$ cat src/design/skat_pkg.sv
// skat_pkg: shared types, codes and sizes of the sorted key/address table
// used by skat_cell, skat_reduce and sorted_key_address_table; no dependencies
`default_nettype none

package skat_pkg;

    // field widths
    localparam int KEY_W      = 32;
    localparam int PPA_W      = 32;
    localparam int FUNC_W     = 3;
    localparam int STATUS_W   = 3;
    localparam int CFG_IDX_W  = 1;
    localparam int CFG_DATA_W = 32;

    // defaults and sizes
    localparam int CAPACITY_DEF = 256;
    localparam int GROUP_SIZE   = 16;

    // request functions
    localparam logic [FUNC_W-1:0] FN_INSERT = 3'd0;
    localparam logic [FUNC_W-1:0] FN_FIND   = 3'd1;
    localparam logic [FUNC_W-1:0] FN_LOWER  = 3'd2;
    localparam logic [FUNC_W-1:0] FN_DELETE = 3'd3;
    localparam logic [FUNC_W-1:0] FN_POP    = 3'd4;

    // result status codes
    localparam logic [STATUS_W-1:0] ST_INSERTED = 3'd0;
    localparam logic [STATUS_W-1:0] ST_MERGED   = 3'd1;
    localparam logic [STATUS_W-1:0] ST_FOUND    = 3'd2;
    localparam logic [STATUS_W-1:0] ST_NOTFOUND = 3'd3;
    localparam logic [STATUS_W-1:0] ST_EMPTY    = 3'd4;
    localparam logic [STATUS_W-1:0] ST_TOOLARGE = 3'd5;
    localparam logic [STATUS_W-1:0] ST_FULL     = 3'd6;

    // configuration register indexes
    localparam logic [CFG_IDX_W-1:0] REG_KEY_LIMIT  = 1'd0;
    localparam logic [CFG_IDX_W-1:0] REG_DUP_POLICY = 1'd1;

    // cell update operations
    localparam logic [1:0] OP_NONE  = 2'd0;
    localparam logic [1:0] OP_INS   = 2'd1;
    localparam logic [1:0] OP_DEL   = 2'd2;
    localparam logic [1:0] OP_MERGE = 2'd3;

    // cell hit selection modes
    localparam logic [1:0] SEL_NONE  = 2'd0;
    localparam logic [1:0] SEL_EQ    = 2'd1;
    localparam logic [1:0] SEL_LB    = 2'd2;
    localparam logic [1:0] SEL_FIRST = 2'd3;

    typedef struct packed {
        logic [KEY_W-1:0] key;
        logic [PPA_W-1:0] ppa;
        logic             flag;
    } entry_t;

    typedef struct packed {
        logic   hit;
        entry_t ent;
    } hit_t;

    // command broadcast to every cell
    typedef struct packed {
        logic [1:0]       op;
        logic [1:0]       sel;
        logic             del_all;
        logic [KEY_W-1:0] key;
        logic [PPA_W-1:0] ppa;
        logic             flag;
    } cell_cmd_t;

    typedef struct packed {
        logic [FUNC_W-1:0] func;
        logic [KEY_W-1:0]  key;
        logic [PPA_W-1:0]  ppa;
        logic              flag;
    } req_t;

endpackage

`default_nettype wire

$ cat src/design/skat_cell.sv
// skat_cell: one slot of the sorted chain; holds an entry, compares it with
// the broadcast key and shifts to or from its neighbors; uses skat_pkg
`default_nettype none

module skat_cell #(
    parameter int INDEX = 0,
    parameter int CNT_W = 9
) (
    input  wire logic               clk,
    input  wire skat_pkg::cell_cmd_t cmd,
    input  wire logic [CNT_W-1:0]   cnt,
    input  wire skat_pkg::entry_t   left_ent,
    input  wire logic               left_lt,
    input  wire skat_pkg::entry_t   right_ent,
    output skat_pkg::entry_t        ent,
    output logic                    lt,
    output skat_pkg::hit_t          hit
);
    import skat_pkg::*;

    localparam bit IS_FIRST = (INDEX == 0);

    entry_t ent_reg;
    entry_t ent_next;
    logic   lt_reg;
    logic   eq_reg;
    logic   valid;
    logic   match;

    // slot holds a live entry when it sits below the fill count
    assign valid = cnt > CNT_W'(INDEX);

    // compare against the request key every cycle
    always_ff @(posedge clk)
    begin
        lt_reg  <= valid && (ent_reg.key < cmd.key);
        eq_reg  <= valid && (ent_reg.key == cmd.key);
        ent_reg <= ent_next;
    end

    // entry update: open a gap, close a gap or rewrite the address
    always_comb
    begin
        ent_next = ent_reg;
        unique case (cmd.op)
            OP_NONE:
            begin
                ent_next = ent_reg;
            end
            OP_INS:
            begin
                if (!lt_reg)
                begin
                    if (left_lt)
                    begin
                        ent_next.key  = cmd.key;
                        ent_next.ppa  = cmd.ppa;
                        ent_next.flag = cmd.flag;
                    end
                    else
                    begin
                        ent_next = left_ent;
                    end
                end
            end
            OP_DEL:
            begin
                if (cmd.del_all || !lt_reg)
                    ent_next = right_ent;
            end
            OP_MERGE:
            begin
                if (eq_reg)
                begin
                    ent_next.ppa  = cmd.ppa;
                    ent_next.flag = cmd.flag;
                end
            end
        endcase
    end

    // does this slot answer the request
    always_comb
    begin
        unique case (cmd.sel)
            SEL_NONE:  match = 1'b0;
            SEL_EQ:    match = eq_reg;
            SEL_LB:    match = valid && !lt_reg && left_lt;
            SEL_FIRST: match = valid && IS_FIRST;
        endcase
    end

    assign ent     = ent_reg;
    assign lt      = lt_reg;
    assign hit.hit = match;
    assign hit.ent = match ? ent_reg : '0;

endmodule

`default_nettype wire

$ cat config.mk
export PLATFORM = sky130hd
export DESIGN_NAME = skat_cell
export DESIGN_NICKNAME = d
export VERILOG_FILES = /design/src/design/skat_pkg.sv /design/src/design/skat_cell.sv
export SDC_FILE = /design/constraint.sdc
export NUM_CORES = 1
export LEC_CHECK = 0
export BUFFER_PORTS_ARGS = -buffer_cell sky130_fd_sc_hd__buf_2
export CORE_AREA = 2 2 131 133
export CTS_BUF_LIST = sky130_fd_sc_hd__clkbuf_2 sky130_fd_sc_hd__clkbuf_4 sky130_fd_sc_hd__clkbuf_8
export DETAILED_ROUTE_END_ITERATION = 7
export DIE_AREA = 0 0 133 135
export GPL_TIMING_DRIVEN = 0
export PLACE_DENSITY = 0.7
export SLEW_MARGIN = 40
export SYNTH_ARGS = -nofsm -noshare
export SYNTH_HDL_FRONTEND = slang
export SYNTH_SLANG_ARGS = --single-unit
$ cat constraint.sdc
create_clock -name clk -period 3.9 [get_ports clk]
set_clock_uncertainty 0.05 [all_clocks]
set_input_delay 0.195 -clock clk [delete_from_list [all_inputs] [get_ports clk]]
set_output_delay 0.195 -clock clk [all_outputs]
set_load 0.1 [all_outputs]
== Word level (Yosys, flattened, before mapping) ==
Cells that the tools add are included.

* Mux-type cells: 8
* $lt $le $gt $ge: 2
* Equality and inequality tests: 10
* Bitwise logic cells: 1
* Reduce and logical (&&, ||, !) cells: 11

{| class="wikitable"
|+ Operator list
! kind !! number
|-
| two-way mux 65 bit || 4
|-
| case mux 33 bit (3 select lines) || 1
|-
| case mux 32 bit (2 select lines) || 1
|-
| two-way mux 33 bit || 1
|-
| == test 32 bit || 1
|-
| < comparator 32 bit || 1
|-
| greater-than comparator 9 x 1 -> 1 bit (second input constant) || 1
|-
| == test 2 bit (second input constant) || 4
|-
| != test 2 bit (second input constant) || 3
|-
| == test 2 x 1 -> 1 bit (second input constant) || 2
|-
| logical AND 1 bit || 4
|-
| zero test 2 bit || 2
|-
| case mux 1 bit (4 select lines) || 1
|-
| AND reduction 4 bit || 1
|-
| AND reduction 3 bit || 1
|-
| nonzero test 2 bit || 1
|-
| zero test 1 bit || 1
|-
| logical OR 1 bit || 1
|-
| inverter 1 bit || 1
|}

* Bits in registers: 67
* Logic and storage cells: 37
* Bits of input ports: 211

== Depth between registers and ports, before layout ==
* Depth after elaboration: 5
* Mapped depth: 8
* Gate-level depth less buffers: 7

== Worst setup path before layout ==
Ideal clock, no wire load.

* Path kind: input port to flip-flop
* From: input port cmd[68] (netlist name)
* To: register ent_reg (netlist bit ent[0]) (enable)
* Data arrival time: 3.419 ns
* Buffers on the path: 2
* Stages on the path: 4
* Data required time: 3.386 ns
* Slack: -0.034 ns
* Cells stage by stage: clkbuf_1 -> buf_1 -> a21oi_1 -> nor3_1

* Word-level cells in the longest chain between the ends: 3
* Elaborated cells between the ends (all ways): 9

{| class="wikitable"
|+ Ends and longest elaborated chain
! what !! RTL line !! text
|-
| from (decl) || skat_cell.sv:10 || <nowiki>input wire skat_pkg::cell_cmd_t cmd,</nowiki>
|-
| == test 2 bit (tied with other cells) || skat_cell.sv:45 || <nowiki>unique case (cmd.op)</nowiki>
|-
| != test 2 bit (no source line) or inverter 1 bit (tied branches) || -- ||
|-
| AND reduction 4 bit (no source line) * || -- ||
|-
| to (signal assigned) || skat_cell.sv:38 || <nowiki>ent_reg <= ent_next;</nowiki>
|-
| to (decl) || skat_cell.sv:23 || <nowiki>entry_t ent_reg;</nowiki>
|}

Mark *: on every way between the ends. The rest lies on a longest branch, timed or not.
A chain may end at the register's enable or synchronous reset.

==> qor.csv <==
stage,metric,value,unit
run_status,outcome,finished clean,
clocking,root buffer cell,clkbuf_8,
routing,DR pass1 iterations,4,
power,Comb power frac,48.4,%
sta,Slew headroom,53.3,%
global_routing,vias in the first global route,5169,
setup_path,arrival time at the worst endpoint,2330,ps
worst_hold_path,HP Start,right_ent[41],
die,# rows,47,
yosys,Synth async-reset ratio,0,%
yosys,"EDFF count, synth",65,
placed_design,Post-DP HPWL,15.6,mm
yosys,ranking of synthesized cells by area,"edfxtp_1 39%, mux2i_1 13%, and2_1 8.1%",
routing,Initial DRC Count,175,
clocking,Worst-Skew Late Latency,360,ps
finish,Largest register FFs,65,
power,Max VDD drop,0.264,mV
finish,final net count,1126,
yosys,Yosys top cell by area,edfxtp_1,
sta,final hold viol count,0,
global_routing,largest net degree at the start of global routing,18,
global_routing,total grt overflow,0,
setup_path,reg2reg start,ent[64],
clocking,Post-CTS Setup Inserts,0,
global_routing,first-pass GRT wire length,28.4,mm
die,Initial Util,30.7,%
finish,diode count,0,
yosys,syn_nets,771,
yosys,synthesized flop and latch total,67,
yosys,Synthesis Warnings,0,
sta,measured slew at the worst slew-check pin,700,ps
setup_path,CP top delay family,simple AND/OR/NAND/NOR gates,
setup_path,startpoint class of the critical path,primary input,
global_routing,initial antenna violation count,1,
die,chip width,133,microns
power,leakage,3.60,nW
sta,Final Critical Period,2580,ps
finish,Syn-to-layout area delta,44.1,%
die,core area,0.0164,sq mm
power,Seq pwr share,32.4,%
placed_design,placed inst area,0.00708,sq mm
setup_path,"slowest stage delay, CP",530,ps
sta,PnR worst setup slack,1320,ps
placed_design,GPL Wtd Cong,0.810,
setup_path,Crit. End Element,output port,
power,Clk pwr share,19.2,%
placed_design,Port Buffer Count,339,
routing,DRC Markers,0,
routing,vias,5350,
power,switching power,1.43,mW
setup_path,CP Cell Sequence,"buf_2, or4_4, nor4_4, o22ai_1, buf_6, buf_6, and2_1, buf_2",
global_routing,Tot GR Track Use,20.8,%
yosys,Mapped Area,0.00504,sq mm
die,total die area,0.0180,sq mm
die,Die H,135,microns
clocking,CTS sink count,67,
routing,Total Routed Length,19.5,mm
power,pwr dens,393,mW/mm^2
yosys,"Avg Cell Area, Syn",9.54,sq um
power,Sw Share,50.1,%
yosys,top_reg_cell synth,edfxtp_1,
setup_path,critical path peak fanout,10,
setup_path,Critical Path RT,3650,ps
setup_path,Buf/Inv on CP,4,
die,I/O pins,343,
setup_path,critical path type,in -> out,
power,internal power,1.42,mW
worst_hold_path,hold path depth,3,
clocking,post-cts sizing count,0,
setup_path,r2r worst-path depth,6,
sta,Final period util,66.0,%
yosys,Mapped Cells,528,
routing,wire per inst,17.6,microns
clocking,Post-CTS Hold Buffers,0,
routing,Post-DRT Antenna Nets,0,
yosys,Netlist cell types,33,
sta,RSZ-0062 raised after global routing,false,
yosys,Yosys top cell area share,38.8,%
sta,final count of pins violating max slew,0,
placed_design,Post-Place Setup Slack,930,ps
routing,Vias/cell,4.83,
sta,fmax,0.388,GHz
clocking,Clock Path Buffers,2,
yosys,register area share after synthesis,39.6,%
worst_hold_path,Hold Path Class,in -> reg,
setup_path,R2R setup slack,1790,ps
setup_path,crit path max-delay cell type,or4_4,
clocking,H-Tree Depth,3,
setup_path,Worst R2R End,lt,
clocking,CTS tree,done,
worst_hold_path,Min-Delay Endpoint,ent[41],
clocking,clock transition at the registers of the reported paths,80,ps
finish,design area,0.00726,sq mm
sta,Final setup viols,0,
finish,layout cells sized above 1,42.2,%
clocking,TritonCTS buffer count,9,
job,number of max-cap violations,0,
## cell usage after synthesis, types with 5 or more instances
library cell,instances
buf_2,5
a21oi_1,46
clkbuf_1,25
a211oi_1,34
mux2i_1,64
ha_1,32
nand2_1,42
inv_1,34
buf_6,5
o21ai_0,38
nor2b_1,35
nand4_1,6
and2_1,65
edfxtp_1,65
## kinds of logic (layout without fill, tap and decap cells)
| group | count (synthesis) | in the layout | share of synthesized area, % |
|---|---|---|---|
| AND/OR/NAND/NOR | 167 | 167 | 18.8 |
| AO/OA/AOI/OAI | 126 | 126 | 14.7 |
| buffers and inverters | 72 | 432 | 6.31 |
| flip-flops | 67 | 67 | 39.6 |
| multiplexers | 64 | 64 | 12.7 |
| adder cells (fa/ha/maj) | 32 | 32 | 7.95 |
## placed cells by master (no fill, tap or decap), types with 2 or more instances in the layout
cell        netlist  final
a211oi_1         34     34
o21ai_0          38     37
clkinvlp_4        0      2
clkbuf_8          0      9
buf_6             5      9
nand2_1          42     42
clkbuf_1         25     25
and2_1           65     65
a21o_1            3      3
ha_1             32     32
edfxtp_1         65     65
buf_2             5    344
nor4_1            3      3
nand4_1           6      6
buf_1             2      2
nand3_1           4      4
dfxtp_1           2      2
clkinv_2          0      3
nor2_1            4      4
mux2i_1          64     64
nor2b_1          35     35
inv_1            34     34
clkbuf_4          0      2
a21oi_1          46     46
## tightest hold or removal path, cell delays in order
cell     delay (ps)
buf_2            70
nand2_1          30
o21ai_0          50
## how the worst max path moves through the flow
stage / start / end / slack, ps / cells past startpoint
floorplan: cmd[68] / ent[33] / 40 / 4
global placement: cmd[68] / ent[54] / -1820 / 4
detailed placement: cmd[68] / ent[25] / 930 / 6
CTS: left_lt / hit[18] / 1240 / 9
global route: left_lt / hit[63] / 1130 / 8
finish: cnt[3] / hit[18] / 1320 / 8
## layer usage
| layer | global-route usage, % | vias to the layer above | share of wire [%] |
|---|---|---|---|
| met1 | 24.1 | 2488 | 40 |
| met3 | 5.33 | 15 | 7.6 |
| met5 | 0 | - | 0.062 |
| met2 | 38.8 | 244 | 51 |
| li1 | - | 2601 | - |
| met4 | 4.48 | 2 | 1.1 |
## cell type report
type,instances,area [sq um]
clock inverters,5,30.0
fillers,1643,9150
multi-input cells,389,2750
plain buffers,38,190
repair buffers,344,1760
flip-flops and latches,67,1990
inverters,34,128
well taps,220,275
clock buffers,11,139
## power by group through the flow
stage / Clock (mW) / Combinational [mW] / Sequential (mW)
floorplan: 0 / 0.615 / 1.38
global placement: 0 / 1.36 / 0.946
detailed placement: 0 / 1.39 / 0.939
CTS: 0.565 / 1.39 / 0.925
global route: 0.593 / 1.45 / 0.932
finish: 0.546 / 1.38 / 0.925
## metrics by stage
step                      hold WS (ps)  power (mW)  instances  utilization [%]  TNS [ps]
final                             55.4        2.85       1108             44.2         0
after global routing              44.7        2.97       1108             44.2         0
after CTS                         30.0        2.88       1107             44.2         0
after detailed placement           424        2.32       1091             43.1         0
after global placement             420        2.31       1087             42.7    -62790
after floorplan                    332        2.00        528                -         0
(Power assumes the default switching activity.)
